[src/bmf_pkg.sv]
// Shared types and constants of the 3x3 box mean filter.
// No dependencies; used by every module in src.
package bmf_pkg;

	// Default largest image side and the image size after reset
	localparam int MAX_SIDE_DEF = 512;
	localparam int SIZE_RESET   = 512;

	// Field widths
	localparam int PIX_W   = 16;   // one color channel
	localparam int CFG_W   = 10;   // image size register
	localparam int COORD_W = 9;    // row/column on the result side
	localparam int VSUM_W  = 18;   // sum of up to 3 pixels in one column
	localparam int SUM_W   = 20;   // sum of up to 9 pixels

	// Division by the window count: q = (sum * recip) >> RECIP_SHIFT
	localparam int RECIP_W     = 25;
	localparam int RECIP_SHIFT = 24;
	localparam int PROD_W      = SUM_W + RECIP_W;

	// Result slots of one request, in emission order
	localparam logic [1:0] SLOT_UP_LEFT  = 2'd0;   // row R-1, column C-1
	localparam logic [1:0] SLOT_UP_HERE  = 2'd1;   // row R-1, column C
	localparam logic [1:0] SLOT_CUR_LEFT = 2'd2;   // row R,   column C-1
	localparam logic [1:0] SLOT_CUR_HERE = 2'd3;   // row R,   column C
	localparam int         NUM_SLOTS     = 4;

	typedef struct packed {
		logic [PIX_W-1:0] blue;
		logic [PIX_W-1:0] green;
		logic [PIX_W-1:0] red;
	} pix_t;

	typedef struct packed {
		logic [SUM_W-1:0] blue;
		logic [SUM_W-1:0] green;
		logic [SUM_W-1:0] red;
	} sum3_t;

	// One pending window: its sum and its clipped extent
	typedef struct packed {
		sum3_t      sum;
		logic [1:0] nrows;
		logic [1:0] ncols;
	} slot_t;

	// All windows closed by one request
	typedef struct packed {
		logic [NUM_SLOTS-1:0]        mask;
		logic [COORD_W-1:0]          row;   // row of the request
		logic [COORD_W-1:0]          col;   // column of the request
		slot_t [NUM_SLOTS-1:0]       slot;
	} job_t;

	// Reciprocal of the in-bounds count (1, 2, 3, 4, 6 or 9), exact for sums below 2^21
	function automatic logic [RECIP_W-1:0] recip(input logic [1:0] nrows,
			input logic [1:0] ncols);
		logic [3:0] key;
		key = {nrows, ncols};
		case (key)
			{2'd1, 2'd2}, {2'd2, 2'd1}: return RECIP_W'(25'd8388608);
			{2'd1, 2'd3}, {2'd3, 2'd1}: return RECIP_W'(25'd5592406);
			{2'd2, 2'd2}:               return RECIP_W'(25'd4194304);
			{2'd2, 2'd3}, {2'd3, 2'd2}: return RECIP_W'(25'd2796203);
			{2'd3, 2'd3}:               return RECIP_W'(25'd1864136);
			default:                    return RECIP_W'(25'd16777216);
		endcase
	endfunction

endpackage

[src/bmf_mean.sv]
// Back end: sends the windows of one request one per cycle, while the output does
// not stall, through the reciprocal divider and the output register. Uses bmf_pkg.
module bmf_mean (
	input  logic                          clk,
	input  logic                          arst_n,
	input  bmf_pkg::job_t                 job,
	input  logic                          job_valid,
	output logic                          job_ready,
	output logic                          out_valid,
	input  logic                          out_ready,
	output logic [bmf_pkg::COORD_W-1:0]   out_row,
	output logic [bmf_pkg::COORD_W-1:0]   out_col,
	output logic [bmf_pkg::PIX_W-1:0]     out_red,
	output logic [bmf_pkg::PIX_W-1:0]     out_green,
	output logic [bmf_pkg::PIX_W-1:0]     out_blue,
	output logic                          run_last,
	output logic                          frame_done
);

	localparam int SH = bmf_pkg::RECIP_SHIFT;
	localparam int PX = bmf_pkg::PIX_W;

	bmf_pkg::job_t                   job_s2;
	logic [bmf_pkg::NUM_SLOTS-1:0]   pend_s2, pick, remain;
	logic                            valid_s2, load, issue, last;
	logic [1:0]                      sel;
	bmf_pkg::slot_t                  cur;
	logic [bmf_pkg::RECIP_W-1:0]     rcp;

	logic                            valid_s3, run_last_s3, frame_done_s3;
	logic [bmf_pkg::COORD_W-1:0]     row_s3, col_s3;
	logic [bmf_pkg::PROD_W-1:0]      red_s3, green_s3, blue_s3;
	logic                            out_free, s3_free, s3_adv;

	// lowest pending slot goes first
	always_comb begin
		sel = bmf_pkg::SLOT_CUR_HERE;
		for (int i = bmf_pkg::NUM_SLOTS - 1; i >= 0; i--) begin
			if (pend_s2[i]) begin
				sel = 2'(i);
			end
		end
		pick   = bmf_pkg::NUM_SLOTS'(1) << sel;
		remain = pend_s2 & ~pick;
		last   = (remain == '0);
		cur    = job_s2.slot[sel];
		rcp    = bmf_pkg::recip(cur.nrows, cur.ncols);
	end

	// stage handshakes
	assign out_free  = !out_valid || out_ready;
	assign s3_adv    = valid_s3 && out_free;
	assign s3_free   = !valid_s3 || out_free;
	assign issue     = valid_s2 && s3_free;
	assign job_ready = !valid_s2 || (issue && last);
	assign load      = job_valid && job_ready;

	// stage 2: request holding register and pending slot mask
	always_ff @(posedge clk or negedge arst_n) begin
		if (!arst_n) begin
			valid_s2 <= 1'b0;
			pend_s2  <= '0;
		end else if (load) begin
			valid_s2 <= 1'b1;
			pend_s2  <= job.mask;
		end else if (issue) begin
			pend_s2 <= remain;
			if (last) begin
				valid_s2 <= 1'b0;
			end
		end
	end

	always_ff @(posedge clk) begin
		if (load) begin
			job_s2 <= job;
		end
	end

	// stage 3: multiply by the reciprocal of the count
	always_ff @(posedge clk or negedge arst_n) begin
		if (!arst_n) begin
			valid_s3 <= 1'b0;
		end else if (s3_free) begin
			valid_s3 <= issue;
		end
	end

	always_ff @(posedge clk) begin
		if (issue) begin
			red_s3        <= bmf_pkg::PROD_W'(cur.sum.red)   * bmf_pkg::PROD_W'(rcp);
			green_s3      <= bmf_pkg::PROD_W'(cur.sum.green) * bmf_pkg::PROD_W'(rcp);
			blue_s3       <= bmf_pkg::PROD_W'(cur.sum.blue)  * bmf_pkg::PROD_W'(rcp);
			row_s3        <= sel[1] ? job_s2.row : job_s2.row - bmf_pkg::COORD_W'(1);
			col_s3        <= sel[0] ? job_s2.col : job_s2.col - bmf_pkg::COORD_W'(1);
			run_last_s3   <= last;
			frame_done_s3 <= (sel == bmf_pkg::SLOT_CUR_HERE);
		end
	end

	// output register
	always_ff @(posedge clk or negedge arst_n) begin
		if (!arst_n) begin
			out_valid <= 1'b0;
		end else if (out_free) begin
			out_valid <= valid_s3;
		end
	end

	always_ff @(posedge clk) begin
		if (s3_adv) begin
			out_row    <= row_s3;
			out_col    <= col_s3;
			out_red    <= red_s3[SH +: PX];
			out_green  <= green_s3[SH +: PX];
			out_blue   <= blue_s3[SH +: PX];
			run_last   <= run_last_s3;
			frame_done <= frame_done_s3;
		end
	end

endmodule

[config.mk]
export PLATFORM = sky130hd
export DESIGN_NAME = bmf_mean
export DESIGN_NICKNAME = d
export VERILOG_FILES = /design/src/bmf_pkg.sv /design/src/bmf_mean.sv
export SDC_FILE = /design/constraint.sdc
export NUM_CORES = 2
export LEC_CHECK = 0
export BUFFER_PORTS_ARGS = -buffer_cell sky130_fd_sc_hd__clkbuf_2
export CAP_MARGIN = 5
export CORE_ASPECT_RATIO = 1.4
export CORE_MARGIN = 3
export CORE_UTILIZATION = 40
export CTS_CLUSTER_DIAMETER = 150
export DETAILED_ROUTE_END_ITERATION = 7
export PLACE_DENSITY_LB_ADDON = 0.2
export RECOVER_POWER = 100
export SYNTH_ARGS = -nofsm -noshare
export SYNTH_HDL_FRONTEND = slang
export SYNTH_SLANG_ARGS = --single-unit
[constraint.sdc]
create_clock -name clk -period 9 [get_ports clk]
set_clock_uncertainty 0.15 [all_clocks]
set_input_delay 1.35 -clock clk [delete_from_list [all_inputs] [get_ports clk]]
set_output_delay 1.35 -clock clk [all_outputs]
set_load 0.005 [all_outputs]
; Word-level counts from Yosys, hierarchy flattened
; Memory sizes are Yosys's and may differ from the RTL's.
; Index checks and enable logic that the tools add are counted.
; Widths: inputs -> output; s select.
[word_totals]
word_cells = 77
input_bits = 282
output_inout_bits = 70
memories = 1
romBits = 400
ff_bits = 489
[classes]
n_eq_ne = 1
muxes = 12
addsub = 2
reduce_logical = 14
shift = 1
n_bitwise = 2
n_lt_le_gt_ge = 1
multipliers = 3
[memory_table]
columns = name, depth, width, rd, rd_ports_with_merged_regs, wr, line_no
row1 = (no name shown), 16, 25, 1, 0, 0, bmf_pkg.sv:60  ; case (key)
[ops]
columns = cell, count
row1 = $bmux 64 s2, 1
row2 = $mul 20x25->40, 3
row3 = $mux 64, 1
row4 = $mux 9, 2
row5 = $sub 9x1->9 const B, 2
row6 = $mux 4, 2
row7 = $and 4x4->4, 1
row8 = $logic_and 1x1->1, 4
row9 = $logic_not 4->1, 1
row10 = $mux 1, 4
row11 = $mux 2, 2
row12 = $not 4->4, 1
row13 = $reduce_bool 2->1, 2
row14 = $shl 1x2->4 const A, 1
row15 = $logic_not 1->1, 3
row16 = $logic_or 1x1->1, 3
row17 = $lt 2x3->1 const B, 1
row18 = $eq 2x2->1 const B, 1
row19 = $reduce_and 2->1, 1

; Depth between registers and ports, before layout
[depth]
depth_word = 12
depth_mapped = 36
mapped_depth_nobuf = 33

; Least setup slack after synthesis
; OpenSTA, ideal clock, no wires.
[synth_timing]
path_kind = register to register
startpoint = reg pend_s2[2] (netlist name)
endpoint = reg green_s3[39] (netlist name) (data pin)
required_time_ns = 8.585
n_path_buf = 4
stages_incl_launch_ff = 32
period_less_slack_ns = 9.243
setup_time_ns = 0.265
slack_ns = -0.243
arrival_ns = 8.828
cell_sequence = dfrtp_1 buf_6 mux2_4 a221oi_4 ha_1 inv_1 a2111oi_0 a31oi_1 nand2b_1 buf_2 buf_1 buf_1 nor2_1 fa_1 fa_1 fa_1 fa_1 fa_1 fa_1 inv_1 fa_1 inv_1 ha_1 a211oi_1 o21ai_0 a2111oi_0 nor4_1 o21bai_1 o211ai_2 or4_4 a41oi_1 xor2_1
[synth_between]
elab_chain_cells = 7
[synth_lines]
columns = item, line_no
row1 = start: declaration, bmf_mean.sv:24  ; logic [bmf_pkg::NUM_SLOTS-1:0] pend_s2, pick, remain;
row2 = start signal: assignment, bmf_mean.sv:65  ; pend_s2 <= job.mask;
row3 = start signal: assignment, bmf_mean.sv:67  ; pend_s2 <= remain;
row4 = $mux 1 (*), bmf_mean.sv:39  ; if (pend_s2[i]) begin
row5 = $mux 2 (*) (2 in series), bmf_mean.sv:39
row6 = $bmux 64 s2 (*), bmf_mean.sv:46  ; cur = job_s2.slot[sel];
row7 = $mux 64 (implied by the code) (*), bmf_mean.sv:46
row8 = $mem_v2 16x25, --
row9 = $mul 20x25->40 (*), bmf_mean.sv:92  ; green_s3 <= bmf_pkg::PROD_W'(cur.sum.green) * bmf_pkg::PROD_W'(rcp);
row10 = end signal: assignment, bmf_mean.sv:92
row11 = end: declaration, bmf_mean.sv:32  ; logic [bmf_pkg::PROD_W-1:0] red_s3, green_s3, blue_s3;
; Every way passes the cells marked *; elsewhere a longest branch is shown, timed or not. The select of a mux whose other input is x is not followed.
; A chain may end at the register's enable or synchronous reset.

; Worst setup path in the final report
[layout_timing]
startpoint = reg pend_s2[2] (netlist name)
endpoint = reg red_s3[35] (netlist name) (data pin)
[layout_between]
elab_chain_cells = 7
[layout_lines]
columns = item, line_no
row1 = $mux 1 (*), bmf_mean.sv:39
row2 = $mux 2 (*) (2 in series), bmf_mean.sv:39
row3 = $bmux 64 s2 (*), bmf_mean.sv:46
row4 = $mux 64 (implied by the code) (*), bmf_mean.sv:46
row5 = $mem_v2 16x25, --
row6 = $mul 20x25->40 (*), bmf_mean.sv:91  ; red_s3 <= bmf_pkg::PROD_W'(cur.sum.red) * bmf_pkg::PROD_W'(rcp);
row7 = end signal: assignment, bmf_mean.sv:91
row8 = end: declaration, bmf_mean.sv:32
; Marked as above.

==> results.md <==
- Max Cap Violations: 5
- Clk_lat worst skew: 0.67 ns
- Max Transition Viols Final: 265
- Area fraction of the dominant cell type after synthesis: 0.362
- Max clock buf depth: 3
- Violated checks: max-capacitance violations, max-slew violations
- Layout fillers: 11200
- Die area: approximately 0.13 mm²
- Crit Path Category: reg -> reg
- Post-layout util: 0.499
- GRT Overall Usage: 0.273
- First-pass GRT wire length: 247000 µm
- RR Endpoint: red_s3[35]$_DFFE_PP_
- Post-Synthesis Cells: roughly 4400
- CTS Root Cell: clkbuf_16
- Port Buf Inserts: roughly 350
- Crit path DAT: 9.12 ns
- Row count: 150
- Fmax: 0.113 GHz
- Mapped cell area: ~0.049 mm²
- Post-synth top area cell: fa_1
- Hold Violations, Final: 0
- Vias in the first global route: 38600
- RSZ-0062 raised after global routing: yes
- Measured slew at the worst slew-check pin: 4.88 ns
- CTS hold repair buffers: 0
- Flops & latches, synth: 417
- Largest net degree at the start of global routing: 160
- Synth top area cells: fa_1, edfxtp_1, ha_1
- Worst setup EP type: flip-flop
- CTS tree: built
- Worst Path Required: ~9 ns
- Crit path launch type: flip-flop
- Cell with the most instances after synthesis: inv_1
- Hold path depth: 0
- Initial cell density of the core: 0.404
- Post-DRT Antenna Nets: 0
- Fin crit share: 0.986
- Routability cong.: approximately 1.0
- Min Tclk post-route: ~8.9 ns
- Crit-path most repeated cell: fa_1
- Reg clk slew, reported paths: 0.06 ns
- I/O Pins: 352
- Multi-input logic area: roughly 0.032 mm²
- Num CTS Buffers: 44
- Yosys warnings: 0
- Die X: 300 µm
- FF/Latch Area: approximately 0.012 mm²
- First-pass DRT Iterations: 7
- Worst Reg2Reg Path Length in Cells: 34
- Synth Flop Type: edfxtp_1
- Remaining Overflow, GRT: 0
- Initial drt markers: about 1800
- Routed vias/inst: 4.92
- Layout cell share with drive strength beyond 1: 0.234
- Mean post-synth cell area: approximately 11 µm²
- H-tree depth: 2
- Final setup fails: 0
- Final wirelength: ~170000 µm
- Nets@finish: 7027
- Worst path max stage delay: 0.55 ns
- Core Area: 0.120 mm²
- Dpl hpwl: 148000 µm
- Seq/Total Area, Yosys: 0.257
- Vias: 34800
- Hold EP: out_blue[11]$_DFFE_PP_
- DRC Markers: 0
- Async set or reset register ratio after synthesis: 0.0168
- Min-delay src: blue_s3[35]$_DFFE_PP_
- Die height: 418 µm
- Synth top cells by count: inv_1, fa_1, ha_1
- Slew headroom: -2.25
- Crit-path max FO: 9
- Flop2flop setup slack: 0.12 ns
- RR Startpoint: pend_s2[2]$_DFFE_PN0P_
- Initial antenna violation count: 18
- Synth cell types: 85
- Clock sink count: around 420
- Number of synthesized flops with an enable pin: 410
- Area growth, synth to finish: 23.3%
- Status: finished, violations left
- Net count after synthesis: 6021
- Hold WC Path Type: reg -> reg
- DR WL/cell: roughly 24 µm
- Crit-path slowest cell: fa_1
==> layout make-up <==
| cell class | instances | share of cell area |
|---|---|---|
| antenna | 8 | 0.000335 |
| tap | 1596 | 0.0334 |
| inverter | 1198 | 0.0752 |
| multi-input combinational | 2732 | 0.536 |
| clock inverter | 27 | 0.00531 |
| timing repair buffer | 1048 | 0.121 |
| sequential | 417 | 0.209 |
| clock buffer | 53 | 0.0198 |
==> sequential cells by signal, summed over array words and instances, names as in the netlist, 16 cells and up <==
| signal | count |
|---|---|
| out_blue | 16 |
| out_red | 16 |
| blue_s3 | 16 |
| red_s3 | 16 |
| out_green | 16 |
| green_s3 | 16 |
| job_s2 | 274 |
==> layout by cell type, fill, tap and decap left out, types with 25 or more instances in the layout <==
cell       count
clkbuf_2     266
edfxtp_1     410
nand2b_1      36
fa_2          38
clkbuf_1      93
a21oi_1       95
or2_2         28
nor2b_1       32
a21o_1        90
ha_1         413
xnor2_1       67
inv_2         32
fa_1         840
buf_4        654
xor2_1        58
clkbuf_16     46
nand2_1      268
o21ai_0       49
inv_1       1166
nor2_1       304
a211oi_1      25
==> worst max-delay path by stage <==
stage | startpoint | end | slack (ns) | cells past startpoint
floorplan | pend_s2[2]$_DFFE_PN0P_ | green_s3[39]$_DFFE_PP_ | 0.04 | 33
global placement | pend_s2[2]$_DFFE_PN0P_ | red_s3[39]$_DFFE_PP_ | -0.23 | 31
detailed placement | pend_s2[2]$_DFFE_PN0P_ | red_s3[39]$_DFFE_PP_ | -0.47 | 31
CTS | pend_s2[2]$_DFFE_PN0P_ | blue_s3[39]$_DFFE_PP_ | 0.01 | 31
global route | pend_s2[2]$_DFFE_PN0P_ | red_s3[38]$_DFFE_PP_ | -0.18 | 38
finish | pend_s2[2]$_DFFE_PN0P_ | red_s3[35]$_DFFE_PP_ | 0.12 | 34
==> what timing repair did <==
action,in CTS,in global routing
gates cloned,0,2
setup buffers,0,32
resized for setup,21,212
endpoints found under the setup margin,26,35
pin swaps,7,76
==> through the flow <==
| stage | setup WS (ns) | TNS (ns) | cells | hold WS [ns] | cell area (µm²) |
|---|---|---|---|---|---|
| 2_1_floorplan | 0.0438 | 0 | 4435 | 0.250 | 48500 |
| 3_3_place_gp | -0.233 | -2.27 | 6958 | 0.252 | 57200 |
| 3_5_place_dp | -0.473 | -6.30 | 6958 | 0.255 | 57200 |
| 4_1_cts | 0.0113 | 0 | 7038 | 0.237 | 58800 |
| 5_1_grt | -0.184 | -2.06 | 7074 | 0.247 | 59800 |
| 6_report | 0.124 | 0 | 7079 | 0.240 | 59800 |
==> routing by layer <==
| metal | up-vias | global-route usage | routed length [µm] |
|---|---|---|---|
| met5 | - | 0 | 103 |
| met4 | 16 | 0.150 | 11500 |
| met3 | 357 | 0.0471 | 8980 |
| met2 | 1027 | 0.488 | 86400 |
| met1 | 17600 | 0.307 | 62100 |
| li1 | 15800 | - | - |
==> worst max-delay path: cells and delay by family, from the launching register on <==
family / cells / cell delay [ns]
xor+xnor: 1 / 0.13
simple gates: 6 / 1.59
flops: 1 / 0.49
buf+inv: 10 / 1.03
mux: 1 / 0.32
compound gates: 7 / 1.32
fa+ha+maj: 9 / 3.57
==> cells by family after synthesis <==
| group | after synthesis | synth area share |
|---|---|---|
| buf+inv | 1286 | 0.100 |
| fa+ha+maj | 1305 | 0.472 |
| simple gates | 834 | 0.0757 |
| flops | 417 | 0.257 |
| compound gates | 429 | 0.0624 |
| mux | 29 | 0.00632 |
| xor+xnor | 135 | 0.0255 |
Power is left out: the tool's default activity adds up to more than one toggle a clock period on the data nets, which glitch-free logic cannot reach.
