File: src/bmf_pkg.sv
// Shared types and constants of the 3x3 box mean filter.
// No dependencies; used by every module in src.
package bmf_pkg;

	// Default largest image side and the image size after reset
	localparam int MAX_SIDE_DEF = 512;
	localparam int SIZE_RESET   = 512;

	// Field widths
	localparam int PIX_W   = 16;   // one color channel
	localparam int CFG_W   = 10;   // image size register
	localparam int COORD_W = 9;    // row/column on the result side
	localparam int VSUM_W  = 18;   // sum of up to 3 pixels in one column
	localparam int SUM_W   = 20;   // sum of up to 9 pixels

	// Division by the window count: q = (sum * recip) >> RECIP_SHIFT
	localparam int RECIP_W     = 25;
	localparam int RECIP_SHIFT = 24;
	localparam int PROD_W      = SUM_W + RECIP_W;

	// Result slots of one request, in emission order
	localparam logic [1:0] SLOT_UP_LEFT  = 2'd0;   // row R-1, column C-1
	localparam logic [1:0] SLOT_UP_HERE  = 2'd1;   // row R-1, column C
	localparam logic [1:0] SLOT_CUR_LEFT = 2'd2;   // row R,   column C-1
	localparam logic [1:0] SLOT_CUR_HERE = 2'd3;   // row R,   column C
	localparam int         NUM_SLOTS     = 4;

	typedef struct packed {
		logic [PIX_W-1:0] blue;
		logic [PIX_W-1:0] green;
		logic [PIX_W-1:0] red;
	} pix_t;

	typedef struct packed {
		logic [SUM_W-1:0] blue;
		logic [SUM_W-1:0] green;
		logic [SUM_W-1:0] red;
	} sum3_t;

	// One pending window: its sum and its clipped extent
	typedef struct packed {
		sum3_t      sum;
		logic [1:0] nrows;
		logic [1:0] ncols;
	} slot_t;

	// All windows closed by one request
	typedef struct packed {
		logic [NUM_SLOTS-1:0]        mask;
		logic [COORD_W-1:0]          row;   // row of the request
		logic [COORD_W-1:0]          col;   // column of the request
		slot_t [NUM_SLOTS-1:0]       slot;
	} job_t;

	// Reciprocal of the in-bounds count (1, 2, 3, 4, 6 or 9), exact for sums below 2^21
	function automatic logic [RECIP_W-1:0] recip(input logic [1:0] nrows,
			input logic [1:0] ncols);
		logic [3:0] key;
		key = {nrows, ncols};
		case (key)
			{2'd1, 2'd2}, {2'd2, 2'd1}: return RECIP_W'(25'd8388608);
			{2'd1, 2'd3}, {2'd3, 2'd1}: return RECIP_W'(25'd5592406);
			{2'd2, 2'd2}:               return RECIP_W'(25'd4194304);
			{2'd2, 2'd3}, {2'd3, 2'd2}: return RECIP_W'(25'd2796203);
			{2'd3, 2'd3}:               return RECIP_W'(25'd1864136);
			default:                    return RECIP_W'(25'd16777216);
		endcase
	endfunction

endpackage

File: src/bmf_window.sv
// Front end: raster position, line store addressing, column sums and the
// up to four window sums closed by each pixel. Uses bmf_pkg; drives bmf_line_mem.
module bmf_window #(
	parameter int MAX_SIDE = bmf_pkg::MAX_SIDE_DEF,
	localparam int PW = $clog2(MAX_SIDE),
	localparam int SW = $clog2(MAX_SIDE + 1),
	localparam int AW = $clog2(3 * MAX_SIDE)
) (
	input  logic           clk,
	input  logic           arst_n,
	input  logic [SW-1:0]  side,
	input  logic           restart,
	input  logic           in_valid,
	output logic           in_ready,
	input  bmf_pkg::pix_t  in_pix,
	output logic           mem_we,
	output logic [AW-1:0]  mem_waddr,
	output bmf_pkg::pix_t  mem_wdata,
	output logic           mem_re,
	output logic [AW-1:0]  mem_raddr_a,
	output logic [AW-1:0]  mem_raddr_b,
	input  bmf_pkg::pix_t  mem_rdata_a,
	input  bmf_pkg::pix_t  mem_rdata_b,
	output bmf_pkg::job_t  job,
	output logic           job_valid,
	input  logic           job_ready
);

	typedef struct packed {
		logic r_ge1;
		logic r_ge2;
		logic r_last;
		logic c_ge1;
		logic c_ge2;
		logic c_last;
		logic [bmf_pkg::COORD_W-1:0] row;
		logic [bmf_pkg::COORD_W-1:0] col;
	} pos_t;

	typedef struct packed {
		logic [bmf_pkg::VSUM_W-1:0] blue;
		logic [bmf_pkg::VSUM_W-1:0] green;
		logic [bmf_pkg::VSUM_W-1:0] red;
	} col3_t;

	function automatic logic [AW-1:0] bank_base(input logic [1:0] bank);
		case (bank)
			2'd1:    return AW'(MAX_SIDE);
			2'd2:    return AW'(2 * MAX_SIDE);
			default: return '0;
		endcase
	endfunction

	function automatic col3_t vsum3(input bmf_pkg::pix_t a, input bmf_pkg::pix_t b,
			input bmf_pkg::pix_t c);
		col3_t s;
		s.red   = bmf_pkg::VSUM_W'(a.red)   + bmf_pkg::VSUM_W'(b.red)
			+ bmf_pkg::VSUM_W'(c.red);
		s.green = bmf_pkg::VSUM_W'(a.green) + bmf_pkg::VSUM_W'(b.green)
			+ bmf_pkg::VSUM_W'(c.green);
		s.blue  = bmf_pkg::VSUM_W'(a.blue)  + bmf_pkg::VSUM_W'(b.blue)
			+ bmf_pkg::VSUM_W'(c.blue);
		return s;
	endfunction

	function automatic bmf_pkg::sum3_t hsum3(input col3_t a, input col3_t b, input col3_t c);
		bmf_pkg::sum3_t s;
		s.red   = bmf_pkg::SUM_W'(a.red)   + bmf_pkg::SUM_W'(b.red)
			+ bmf_pkg::SUM_W'(c.red);
		s.green = bmf_pkg::SUM_W'(a.green) + bmf_pkg::SUM_W'(b.green)
			+ bmf_pkg::SUM_W'(c.green);
		s.blue  = bmf_pkg::SUM_W'(a.blue)  + bmf_pkg::SUM_W'(b.blue)
			+ bmf_pkg::SUM_W'(c.blue);
		return s;
	endfunction

	logic [PW-1:0]  row_q, col_q;
	logic [1:0]     bank_q, bank_up, bank_m1, bank_m2;
	logic [SW-1:0]  side_m1;
	logic           row_last, col_last, accept, adv_s1;
	logic           valid_s1;
	pos_t           pos_s1;
	bmf_pkg::pix_t  pix_s1;
	col3_t          ca1_q, ca2_q, cb1_q, cb2_q;   // columns C-1 and C-2, rows R-1 / R
	col3_t          va, vb;
	logic [1:0]     nr_up, nr_cur, nc_left, nc_here;

	// position compares and bank arithmetic (bank = row mod 3)
	always_comb begin
		side_m1  = side - SW'(1);
		row_last = (SW'(row_q) == side_m1);
		col_last = (SW'(col_q) == side_m1);
		bank_up  = (bank_q == 2'd2) ? 2'd0 : bank_q + 2'd1;
		bank_m1  = (bank_q == 2'd0) ? 2'd2 : bank_q - 2'd1;
		case (bank_q)
			2'd0:    bank_m2 = 2'd1;
			2'd1:    bank_m2 = 2'd2;
			default: bank_m2 = 2'd0;
		endcase
	end

	// handshake: s1 drains when its windows are handed on or it closes none
	assign adv_s1   = valid_s1 && (!(|job.mask) || job_ready);
	assign in_ready = !valid_s1 || adv_s1;
	assign accept   = in_valid && in_ready;

	// line store: write this pixel, fetch the two rows above at this column
	assign mem_we      = accept;
	assign mem_waddr   = bank_base(bank_q) + AW'(col_q);
	assign mem_wdata   = in_pix;
	assign mem_re      = accept;
	assign mem_raddr_a = bank_base(bank_m1) + AW'(col_q);
	assign mem_raddr_b = bank_base(bank_m2) + AW'(col_q);

	// raster position
	always_ff @(posedge clk or negedge arst_n) begin
		if (!arst_n) begin
			row_q  <= '0;
			col_q  <= '0;
			bank_q <= 2'd0;
		end else if (restart) begin
			row_q  <= '0;
			col_q  <= '0;
			bank_q <= 2'd0;
		end else if (accept) begin
			if (col_last) begin
				col_q <= '0;
				if (row_last) begin
					row_q  <= '0;
					bank_q <= 2'd0;
				end else begin
					row_q  <= row_q + PW'(1);
					bank_q <= bank_up;
				end
			end else begin
				col_q <= col_q + PW'(1);
			end
		end
	end

	// stage 1 valid
	always_ff @(posedge clk or negedge arst_n) begin
		if (!arst_n) begin
			valid_s1 <= 1'b0;
		end else if (in_ready) begin
			valid_s1 <= in_valid;
		end
	end

	// stage 1 payload
	always_ff @(posedge clk) begin
		if (accept) begin
			pix_s1        <= in_pix;
			pos_s1.r_ge1  <= (row_q != '0);
			pos_s1.r_ge2  <= (row_q > PW'(1));
			pos_s1.r_last <= row_last;
			pos_s1.c_ge1  <= (col_q != '0);
			pos_s1.c_ge2  <= (col_q > PW'(1));
			pos_s1.c_last <= col_last;
			pos_s1.row    <= bmf_pkg::COORD_W'(row_q);
			pos_s1.col    <= bmf_pkg::COORD_W'(col_q);
		end
	end

	// vertical sums of this column for row R-1 and for row R
	always_comb begin
		va = vsum3(mem_rdata_a, pix_s1, pos_s1.r_ge2 ? mem_rdata_b : '0);
		vb = vsum3(pix_s1, pos_s1.r_ge1 ? mem_rdata_a : '0, '0);
	end

	// column sum shift line
	always_ff @(posedge clk) begin
		if (adv_s1) begin
			ca2_q <= ca1_q;
			ca1_q <= va;
			cb2_q <= cb1_q;
			cb1_q <= vb;
		end
	end

	// windows closed by this pixel
	always_comb begin
		nr_up   = pos_s1.r_ge2 ? 2'd3 : 2'd2;
		nr_cur  = pos_s1.r_ge1 ? 2'd2 : 2'd1;
		nc_left = pos_s1.c_ge2 ? 2'd3 : 2'd2;
		nc_here = pos_s1.c_ge1 ? 2'd2 : 2'd1;

		job.row = pos_s1.row;
		job.col = pos_s1.col;
		job.mask[bmf_pkg::SLOT_UP_LEFT]  = pos_s1.r_ge1  && pos_s1.c_ge1;
		job.mask[bmf_pkg::SLOT_UP_HERE]  = pos_s1.r_ge1  && pos_s1.c_last;
		job.mask[bmf_pkg::SLOT_CUR_LEFT] = pos_s1.r_last && pos_s1.c_ge1;
		job.mask[bmf_pkg::SLOT_CUR_HERE] = pos_s1.r_last && pos_s1.c_last;

		job.slot[bmf_pkg::SLOT_UP_LEFT].sum   =
			hsum3(pos_s1.c_ge2 ? ca2_q : '0, ca1_q, va);
		job.slot[bmf_pkg::SLOT_UP_LEFT].nrows = nr_up;
		job.slot[bmf_pkg::SLOT_UP_LEFT].ncols = nc_left;

		job.slot[bmf_pkg::SLOT_UP_HERE].sum   =
			hsum3(pos_s1.c_ge1 ? ca1_q : '0, va, '0);
		job.slot[bmf_pkg::SLOT_UP_HERE].nrows = nr_up;
		job.slot[bmf_pkg::SLOT_UP_HERE].ncols = nc_here;

		job.slot[bmf_pkg::SLOT_CUR_LEFT].sum   =
			hsum3(pos_s1.c_ge2 ? cb2_q : '0, cb1_q, vb);
		job.slot[bmf_pkg::SLOT_CUR_LEFT].nrows = nr_cur;
		job.slot[bmf_pkg::SLOT_CUR_LEFT].ncols = nc_left;

		job.slot[bmf_pkg::SLOT_CUR_HERE].sum   =
			hsum3(pos_s1.c_ge1 ? cb1_q : '0, vb, '0);
		job.slot[bmf_pkg::SLOT_CUR_HERE].nrows = nr_cur;
		job.slot[bmf_pkg::SLOT_CUR_HERE].ncols = nc_here;
	end

	assign job_valid = valid_s1 && (|job.mask);

endmodule

File: config.mk
export PLATFORM = sky130hd
export DESIGN_NAME = bmf_window
export DESIGN_NICKNAME = d
export VERILOG_FILES = /design/src/bmf_pkg.sv /design/src/bmf_window.sv
export SDC_FILE = /design/constraint.sdc
export NUM_CORES = 1
export LEC_CHECK = 0
export ABC_CLOCK_PERIOD_IN_PS = 14200
export BUFFER_PORTS_ARGS = -buffer_cell sky130_fd_sc_hd__buf_2
export CAP_MARGIN = 10
export CORE_ASPECT_RATIO = 0.75
export CORE_MARGIN = 10
export CORE_UTILIZATION = 58
export CTS_CLUSTER_SIZE = 10
export DETAILED_ROUTE_END_ITERATION = 10
export GPL_TIMING_DRIVEN = 0
export PLACE_DENSITY = 0.89
export SYNTH_ARGS = -nofsm -noshare
export SYNTH_HDL_FRONTEND = slang
export SYNTH_SLANG_ARGS = --single-unit
File: constraint.sdc
create_clock -name clk -period 14.2 [get_ports clk]
set_input_delay 2.13 -clock clk [delete_from_list [all_inputs] [get_ports clk]]
set_output_delay 2.13 -clock clk [all_outputs]
set_load 0.05 [all_outputs]
# Word level (Yosys, flattened, before mapping)
# Cells that the tools add are included.
# word_totals
inputBits	159
latchBits	0
ram_bits	0
mem_bits_ro	0
output_inout_bits	363
mem_count	0
word_cells	117
regBits	309
# classes
eq_ne	8
bitwise_logic	0
n_shift	0
mux	27
n_div	0
addsub	35
n_lt_le_gt_ge	2
n_reduce_logical	18
multipliers	0
# op_table
operator	n
54-bit two-way mux	4
18-bit by 18-bit adder with 19-bit output	9
16-bit by 16-bit adder with 17-bit output	6
48-bit two-way mux	2
11-bit case mux with 2 select lines	3
9-bit two-way mux	7
19-bit by 17-bit adder with 20-bit output	3
19-bit by 18-bit adder with 20-bit output	3
18-bit by 17-bit adder with 19-bit output	3
17-bit by 16-bit adder with 18-bit output	3
11-bit by 9-bit adder with 11-bit output	3
9-bit by 10-bit equality test with 1-bit output	2
9-bit by 1-bit adder with 9-bit output, second input constant	2
9-bit by 1-bit greater-than comparator with 1-bit output, second input constant	2
9-bit nonzero test	2
2-bit two-way mux	8
10-bit by 1-bit subtractor with 10-bit output, second input constant	1
1-bit logical AND	7
2-bit by 1-bit equality test with 1-bit output, second input constant	3
2-bit equality test, second input constant	3
2-bit case mux with 2 select lines	1
2-bit nonzero test	2
4-bit OR reduction	1
2-bit by 1-bit adder with 2-bit output, second input constant	1
6 further kinds	9

# Longest topological paths before layout
# Gate-level depths: netlist of run 1.
# logic_depth
word_depth	9
depth_mapped	25
ltp_nobuf	23

# Worst setup path after synthesis of run 1
# No wires, ideal clock.
# synth_path
path_kind	input -> register
from	input job_ready
to	register ca1_q[0] (netlist bit) (enable)
path_stages	2
setup_ns	0.783
t_arrival_ns	10.891
required_time_ns	13.417
path_buffers	0
slack_ns	2.525
cell_sequence	nor2_1 > nor2_1
# synth_between
elab_chain_cells	2
# synth_rtl
element	line_no	rtl
start, declared	bmf_window.sv:26	input logic job_ready
1-bit logical OR	bmf_window.sv:103	assign adv_s1 = valid_s1 && (!(|job.mask) || job_ready);
1-bit logical AND	bmf_window.sv:103	
via adv_s1	bmf_window.sv:80	logic row_last, col_last, accept, adv_s1;
end signal, assigned	bmf_window.sv:175	ca1_q <= va;
end, declared	bmf_window.sv:84	col3_t ca1_q, ca2_q, cb1_q, cb2_q;
# The timed path passes the listed nets, and every way through them passes these cells.
# A chain may end at the register's enable or synchronous reset.

==> run summary, run 1 <==
CTS tree - done
worst-case clock buffer depth - 3
first-pass GRT wire length - 138400 microns
Detail Route Antenna Nets - 0
grt peak-use layer - met2
gr ovfl total - 0
port bufs - 502
Worst EP arrival - 7920 ps
Max Fclk - 99.46 MHz
post-synthesis mux area share - 0.07621%
Worst Hold Margin - 442.8 ps
fill count - 3763
status - complete, no violations
Hold Crit Class - reg -> reg
CP delay by family, top - compound AO/OA/AOI/OAI gates
period utilisation layout - 70.81%
DIE WIDTH - 280.6 microns
core area - 50280 sq um
largest net degree at the start of global routing - 84
crit-path max cell delay - 640 ps
sequential share of the synthesized area - 30.43%
CP Capture Type - primary output
met1 Usage GRT - 41.08%
Simple-Gate Fraction of Synth Area - 14.91%
FP Rows - 71
skew final - 18.18 ps
startpoint types - flip-flop
Critical-path top delay cell - clkbuf_1
Primary FF master, synth - edfxtp_1
CTS buffer count - 38
Remaining DRCs - 0
die footprint - 60470 sq um
number of distinct library cells after synthesis - 86
met3 usage - 6.911%
FF-to-FF setup slack - 8920 ps
DRT iter0 DRCs - 2463
pre-CTS worst setup slack - 4350 ps
crit path time final - 10050 ps
Syn Area/Cell - 9.750 sq um
RSZ-0062 raised after global routing - no
Async SR Flop Fraction - 6.931%
relative slew slack - 21.92%
Worst-Margin Slew - 1171 ps
FF-to-FF Start - pos_s1[22]
post-synthesis adder-cell area fraction - 24.70%
antenna violations before repair - 17
Final HPWL DP - 74700 microns
Max Cap Viol - 0
number of synthesized flops with an enable pin - 282
Worst Path Buf+Inv - 5
Top-Level Pins - 522
Synth Register Bits - 303
main combinational cell family by area after synthesis - adder cells
layout cells sized above 1 - 19.83%
# setup viols final - 0
Post-CTS Resized - 0
Syn Std Cell Area - 29550 sq um
crit path max fanout - 10
area added between synthesis and finish - 16.05%
Cells after Synth - 3031
drt pass-1 iters - 8
Setup Buffers After CTS - 0
Chip Height - 215.5 microns
R2R Path End - ca1_q[16]
Hold Path End - ca2_q[2]
Yosys warnings - 0
initial core utilization - 58.77%
clock sinks - 303
GRT Total Usage - 29.35%
clk root buf - clkbuf_16
# H-tree levels - 2
CTS clock-pin slew for the worst setup and hold paths - 60 ps
Slew Limit Fails - 0
Placed Area - 33110 sq um
CP Class - reg -> out
worst hold path depth - 0
grt met2 use - 43.93%
Via Count - 24760
r2r worst-path depth - 14
setup_tns - 0 ps
Routability Congestion - 0.9858
final instance area - 34290 sq um
WP data required - 12070 ps
Avg WL per Cell - 21.22 microns
most common cell after layout, fill and taps aside - buf_2
Final WS setup - 4146 ps
compound-gate portion of the synthesized area - 14.64%
number of global-route vias before repair - 23800
Hold Path Origin - ca1_q[2]
Post-Synth XOR/XNOR Area - 7.642%
most frequent cells in the layout - buf_2 (502), inv_1 (322), ha_1 (309)
DR vias/cell - 5.775
total wire length - 91000 microns
final net count - 4233
most used cell, CP - fa_1
final number of hold-violating endpoints - 0
hold_buf cts - 0
Worst-Skew Late Latency - 550 ps
## logic make-up after synthesis
kind of cell	count (synthesis)
AND/OR/NAND/NOR	843
AO/OA/AOI/OAI	671
adder cells (fa/ha/maj)	481
buffers and inverters	476
flip-flops	303
XOR/XNOR	253
other	2
multiplexers	2
## registers in the layout, summed over array words and instances, names as in the netlist
name and cells:
pix_s1 48, pos_s1 6, row_q 9, cb1_q 51
bank_q 2, ca2_q 54, col_q 9, job 18
ca1_q 54, valid_s1 1, cb2_q 51
## final cells by class
| cell class | count | area (sq um) | area share (%) |
|---|---|---|---|
| well taps | 657 | 822.0 | 2.397 |
| plain buffers | 152 | 1021 | 2.977 |
| clock buffers | 59 | 1134 | 3.306 |
| multi-input cells | 2266 | 18380 | 53.60 |
| flip-flops and latches | 303 | 8994 | 26.23 |
| diodes | 15 | 37.54 | 0.1095 |
| clock inverters | 3 | 16.27 | 0.04743 |
| inverters | 324 | 1221 | 3.561 |
| repair buffers | 509 | 2668 | 7.779 |
## per-layer routing
| layer | up-vias | share of wire (%) |
|---|---|---|
| met4 | 4 | 3.6 |
| li1 | 11620 | - |
| met2 | 1261 | 43 |
| met3 | 182 | 11 |
| met5 | - | 0.025 |
| met1 | 11690 | 42 |
## worst register-to-register path: cells and delay by family (launching register included)
| family | cells | cell delay, ps |
|---|---|---|
| compound gates | 5 | 1250 |
| simple gates | 3 | 900 |
| buf+inv | 3 | 1220 |
| mux | 1 | 370 |
| flops | 1 | 550 |
| fa+ha+maj | 2 | 710 |
## synthesized netlist by cell type, types with 17 or more instances
cell type	instances	area (sq um)
a211oi_1	27	202.7
a21o_1	80	600.6
a21oi_1	190	950.9
a31oi_1	37	231.5
and2_1	196	1226
and3_1	20	125.1
buf_4	114	855.8
clkbuf_1	33	123.9
dfrtp_1	21	525.5
edfxtp_1	282	8468
fa_1	171	3423
ha_1	309	3866
inv_1	322	1209
nand2_1	147	551.8
nand2b_1	46	287.8
nand3_1	27	135.1
nand4_1	17	106.4
nor2_1	213	799.5
nor2b_1	47	294.0
nor3_1	48	240.2
o21a_1	42	315.3
o21ai_0	137	685.7
o31a_1	18	157.7
xnor2_1	164	1436
xor2_1	85	744.5
## stage by stage
step / util [%] / instances
final: 68.20 / 4288
after global routing: 68.18 / 4284
after CTS: 68.13 / 4273
after detailed placement: 65.84 / 4211
after global placement: 65.51 / 4204
after floorplan: - / 3045
## worst max path at each step
stage / to / slack (ps) / startpoint / cells after the start
after CTS: job[60] / 4180 / pos_s1[22] / 25
after global routing: job[60] / 3660 / pos_s1[22] / 25
final: job[60] / 4150 / pos_s1[22] / 25
after detailed placement: job[60] / 4350 / mem_rdata_a[33] / 24
after floorplan: ca1_q[0] / 2530 / job_ready / 2
after global placement: cb2_q[27] / -1310 / job_ready / 3
Power of run 1 is not shown: default switching activity piles up to over one toggle a cycle in this logic, so the estimate is an artifact.
==> run 2, diff against run 1 <==
Settings changed: ABC_CLOCK_PERIOD_IN_PS 14200 to 8200, CORE_UTILIZATION 58 to 53, PLACE_DENSITY 0.89 to 0.86.
Clock period 14.2 ns to 8.2 ns, I/O delays scaled along.
==> run summary, run 2 (synthesis results as in run 1) <==
die footprint - 65700 sq um
Routability Congestion - 0.9819
startpoint types - flip-flop
# H-tree levels - 2
WP data required - 6970 ps
FP Rows - 74
RSZ-0062 raised after global routing - no
most frequent cells in the layout - buf_2 (502), inv_1 (322), ha_1 (309)
DR vias/cell - 5.689
total wire length - 91660 microns
DRT iter0 DRCs - 2193
Worst-Margin Slew - 1241 ps
Chip Height - 224.5 microns
relative slew slack - 17.29%
Slew Limit Fails - 0
Hold Crit Class - reg -> reg
skew final - 16.12 ps
area added between synthesis and finish - 16.52%
CP Capture Type - primary output
Top-Level Pins - 522
Via Count - 24770
gr ovfl total - 0
Worst Hold Margin - 442.9 ps
Worst EP arrival - 6710 ps
Max Cap Viol - 0
FF-to-FF setup slack - 3690 ps
Top Registers - ca1_q x54, ca2_q x54
final number of hold-violating endpoints - 0
# setup viols final - 0
CTS tree - done
crit path time final - 7943 ps
largest net degree at the start of global routing - 84
DIE WIDTH - 292.7 microns
fill count - 4495
number of global-route vias before repair - 23620
Final HPWL DP - 75480 microns
core area - 54810 sq um
CP Class - reg -> out
CTS buffer count - 38
drt pass-1 iters - 7
clk root buf - clkbuf_16
final net count - 4237
Avg WL per Cell - 21.05 microns
status - complete, no violations
antenna violations before repair - 20
Remaining DRCs - 0
initial core utilization - 53.91%
CTS clock-pin slew for the worst setup and hold paths - 50 ps
crit path max fanout - 10
worst-case clock buffer depth - 3
Worst-Skew Late Latency - 550 ps
GRT Total Usage - 26.87%
first-pass GRT wire length - 138400 microns
layout cells sized above 1 - 20.38%
period utilisation layout - 96.87%
Max Fclk - 125.9 MHz
port bufs - 502
most common cell after layout, fill and taps aside - buf_2
Detail Route Antenna Nets - 0
clock sinks - 303
run 2: cell count changes in the layout (fill, tap and decap cells not counted), moves of 2 or more:
cell | before | now
xnor2_2 | 1 | 6
a2111oi_1 | 0 | 2
clkbuf_2 | 0 | 4
xnor2_1 | 164 | 159
a21boi_1 | 0 | 2
clkbuf_1 | 47 | 36
a2111oi_0 | 5 | 3
clkinv_2 | 1 | 3
a21boi_0 | 11 | 9
buf_4 | 114 | 120
buf_6 | 3 | 5
clkbuf_16 | 41 | 39
run 2: area by class of cell:
class	instances	area (sq um)	share of cell area, %
repair buffers	514	2708	7.863
clock buffers	53	1059	3.074
plain buffers	151	1039	3.016
clock inverters	6	35.03	0.1017
well taps	722	903.4	2.624
diodes	15	37.54	0.1090
multi-input cells	2266	18440	53.55
inverters	324	1221	3.547
flip-flops and latches	303	8994	26.12
run 2: timing repair:
| action | in CTS | in global routing |
|---|---|---|
| setup endpoints to repair | 41 | 23 |
| pin swaps | 0 | 4 |
| setup buffers | 1 | 4 |
| cloned | 0 | 0 |
| hold buffers | 0 | 0 |
| gates resized for setup | 11 | 20 |
run 2: path summary, 6_finish.rpt:
| kind | startpoint | end | cells after the start |
|---|---|---|---|
| max | pos_s1[22] | job[62] | 23 |
| min | cb1_q[44] | cb2_q[44] | 0 |
| max reg2reg | pos_s1[22] | ca1_q[16] | 13 |
| min reg2reg | cb1_q[44] | cb2_q[44] | 0 |
| max in group asynchronous | arst_n | col_q[4] | 1 |
| min in group asynchronous | arst_n | bank_q[1] | 1 |
run 2: stage by stage:
stage | utilization, % | instance area (sq um) | TNS [ps] | worst slack (ps) | std cells
after floorplan | - | 29610 | 0 | 290.3 | 3045
after global placement | 60.24 | 33020 | -294120 | -1414 | 4269
after detailed placement | 60.55 | 33190 | -2203 | -450.9 | 4276
after CTS | 62.62 | 34320 | 0 | 14.26 | 4335
after global routing | 62.80 | 34420 | 0 | 3.380 | 4349
final | 62.82 | 34430 | 0 | 256.8 | 4354
run 2: critical path, cell delays in order, from the launching register on:
cell	delay [ps]
edfxtp_1	500
buf_6	200
clkbuf_2	240
and2_1	220
fa_1	360
ha_1	240
inv_1	90
fa_1	210
nor2b_1	60
o21ai_0	250
a21boi_1	150
o21a_1	230
o31a_1	320
nor2_1	430
fa_1	510
ha_1	390
and4_1	290
nand4_1	200
a31oi_1	360
and2_1	240
a31oi_2	130
nand3_1	100
o311a_1	160
buf_2	260
run 2: layer usage:
metal,vias up,GRT usage (%),wire length [microns]
met4,14,8.351,2709
li1,11640,-,-
met1,11800,37.52,39640
met3,155,6.142,9036
met2,1169,41.03,40190
met5,-,0,86
Power of run 2 is left out for the same reason.
==> run 3, diff against run 2 <==
Settings changed: ABC_AREA set to 1, SLEW_MARGIN set to 30.
==> run summary, run 3 <==
CP Capture Type - primary output
Syn Std Cell Area - 30900 sq um
largest net degree at the start of global routing - 78
area share of the leading cell type in the synthesized netlist - 27.40%
Placed Area - 34560 sq um
Detail Route Antenna Nets - 0
CTS tree - done
Chip Height - 229.1 microns
crit path time final - 7857 ps
FF-to-FF setup slack - 3980 ps
number of global-route vias before repair - 26790
Remaining DRCs - 0
antenna violations before repair - 4
Worst EP arrival - 6630 ps
Top-Level Pins - 522
skew final - 34.26 ps
clock sinks - 303
clk root buf - clkbuf_16
drt pass-1 iters - 6
initial core utilization - 53.72%
Hold Crit Class - reg -> reg
DRT iter0 DRCs - 2321
area added between synthesis and finish - 15.35%
Syn Area/Cell - 8.109 sq um
Routability Congestion - 0.9912
Avg WL per Cell - 18.48 microns
number of distinct library cells after synthesis - 45
Primary FF master, synth - edfxtp_1
Slew Limit Fails - 0
Max Fclk - 127.3 MHz
# H-tree levels - 2
Via Count - 27540
# setup viols final - 0
Max Cap Viol - 0
DR vias/cell - 5.322
CTS clock-pin slew for the worst setup and hold paths - 50 ps
DIE WIDTH - 298.8 microns
post-synth top area cell - edfxtp_1
period utilisation layout - 95.81%
CP Class - reg -> out
relative slew slack - 50.04%
layout cells sized above 1 - 15.79%
worst hold path depth - 0
Worst Hold Margin - 446.4 ps
CTS buffer count - 38
Synth Register Bits - 303
Cells after Synth - 3811
Async SR Flop Fraction - 6.931%
Yosys warnings - 0
Post-synth top cells - nand2_1 (879), inv_1 (750), ha_1 (309), a21oi_1 (288), edfxtp_1 (282)
port bufs - 505
final number of hold-violating endpoints - 0
Worst-Skew Late Latency - 570 ps
sequential share of the synthesized area - 29.10%
Worst-Margin Slew - 749.4 ps
r2r worst-path depth - 13
FP Rows - 76
WP data required - 6970 ps
gr ovfl total - 0
worst-case clock buffer depth - 3
startpoint types - flip-flop
most frequent cells in the layout - nand2_1 (879), inv_1 (748), buf_2 (512)
hold_buf cts - 0
total wire length - 95630 microns
crit path max fanout - 10
final instance area - 35650 sq um
die footprint - 68470 sq um
RSZ-0062 raised after global routing - no
Top Registers - ca1_q x54, ca2_q x54
most common cell in the synthesized netlist - nand2_1
first-pass GRT wire length - 147300 microns
GRT Total Usage - 26.80%
core area - 57530 sq um
status - complete, no violations
final net count - 5012
Area contributors post-synth - edfxtp_1 (27%), ha_1 (13%), fa_1 (11%)
number of synthesized flops with an enable pin - 282
Final HPWL DP - 79060 microns
most common cell after layout, fill and taps aside - nand2_1
[run 3: changes by cell type in the layout (fill, tap and decap cells not counted), moves of 47 or more]
cell / change
xor2_1: +105
nand2_1: +732
nand3_1: +91
a21oi_1: +98
xnor2_1: -82
nor2b_1: -47
inv_1: +426
and2_1: -194
a21o_1: -48
[run 3: path summary, 6_finish.rpt]
kind,to,start
min in group asynchronous,col_q[7],arst_n
hold reg to reg,job[269],row_q[4]
hold / removal,job[269],row_q[4]
setup reg to reg,ca1_q[11],pos_s1[22]
setup / recovery,job[22],pos_s1[22]
max in group asynchronous,bank_q[0],arst_n
[run 3: routing by layer]
layer  share of wire (%)  up-vias  GRT usage, %
met5                   0        -             0
met3                 9.0      124         5.542
met2                  45     1106         42.45
li1                    -    13290             -
met4                 2.5        0         6.523
met1                  44    13030         37.09
[run 3: per-stage QoR]
step | setup TNS [ps] | setup WS, ps | utilization (%) | instances
floorplan | 0 | 1274 | - | 3825
global placement | -474.9 | -99.02 | 59.90 | 5110
detailed placement | -760.4 | -82.78 | 60.08 | 5113
CTS | 0 | 8.516 | 61.97 | 5172
global route | 0 | 0.3477 | 61.95 | 5171
finish | 0 | 343.3 | 61.96 | 5175
[run 3: final cells by class]
class / count / area, sq um
clock buffer: 50 / 1016
clock inverter: 7 / 42.54
tap: 780 / 975.9
buffer: 150 / 1013
antenna: 5 / 12.51
fill: 5112 / 21880
multi-input combinational: 2619 / 18140
timing repair buffer: 510 / 2625
sequential: 303 / 8994
inverter: 751 / 2831
[run 3: cell families after synthesis]
logic type | after synthesis | synth area share (%)
AOI/OAI and AO/OA | 598 | 11.00
buffers and inverters | 903 | 12.38
adders and majority gates | 480 | 23.59
and+or+nand+nor | 1258 | 16.34
other | 2 | 0.02430
xor gates and xnor gates | 267 | 7.567
DFF | 303 | 29.10
[run 3: critical path, cell delays in order, from the launching register on]
cell and delay (ps):
edfxtp_1 470, buf_2 360, clkbuf_4 380, nand2_1 120, fa_1 460, inv_1 70, ha_1 150, inv_1 60
fa_1 450, o21ai_0 370, a21oi_1 180, o21ai_0 320, xor2_1 410, fa_1 500, ha_1 430, nand2_1 130
nor2_1 160, nand3_1 100, o2111ai_1 220, nand3b_1 130, nand2_1 100, xor2_1 170, buf_2 290
[run 3: timing repair]
| item | CTS | global route |
|---|---|---|
| resized for setup | 4 | 10 |
| buffers inserted | 2 | 0 |
| endpoints found under the setup margin | 50 | 37 |
| endpoints found under the hold margin | 0 | 0 |
| gates cloned | 0 | 0 |
Power of run 3 is left out for the same reason.
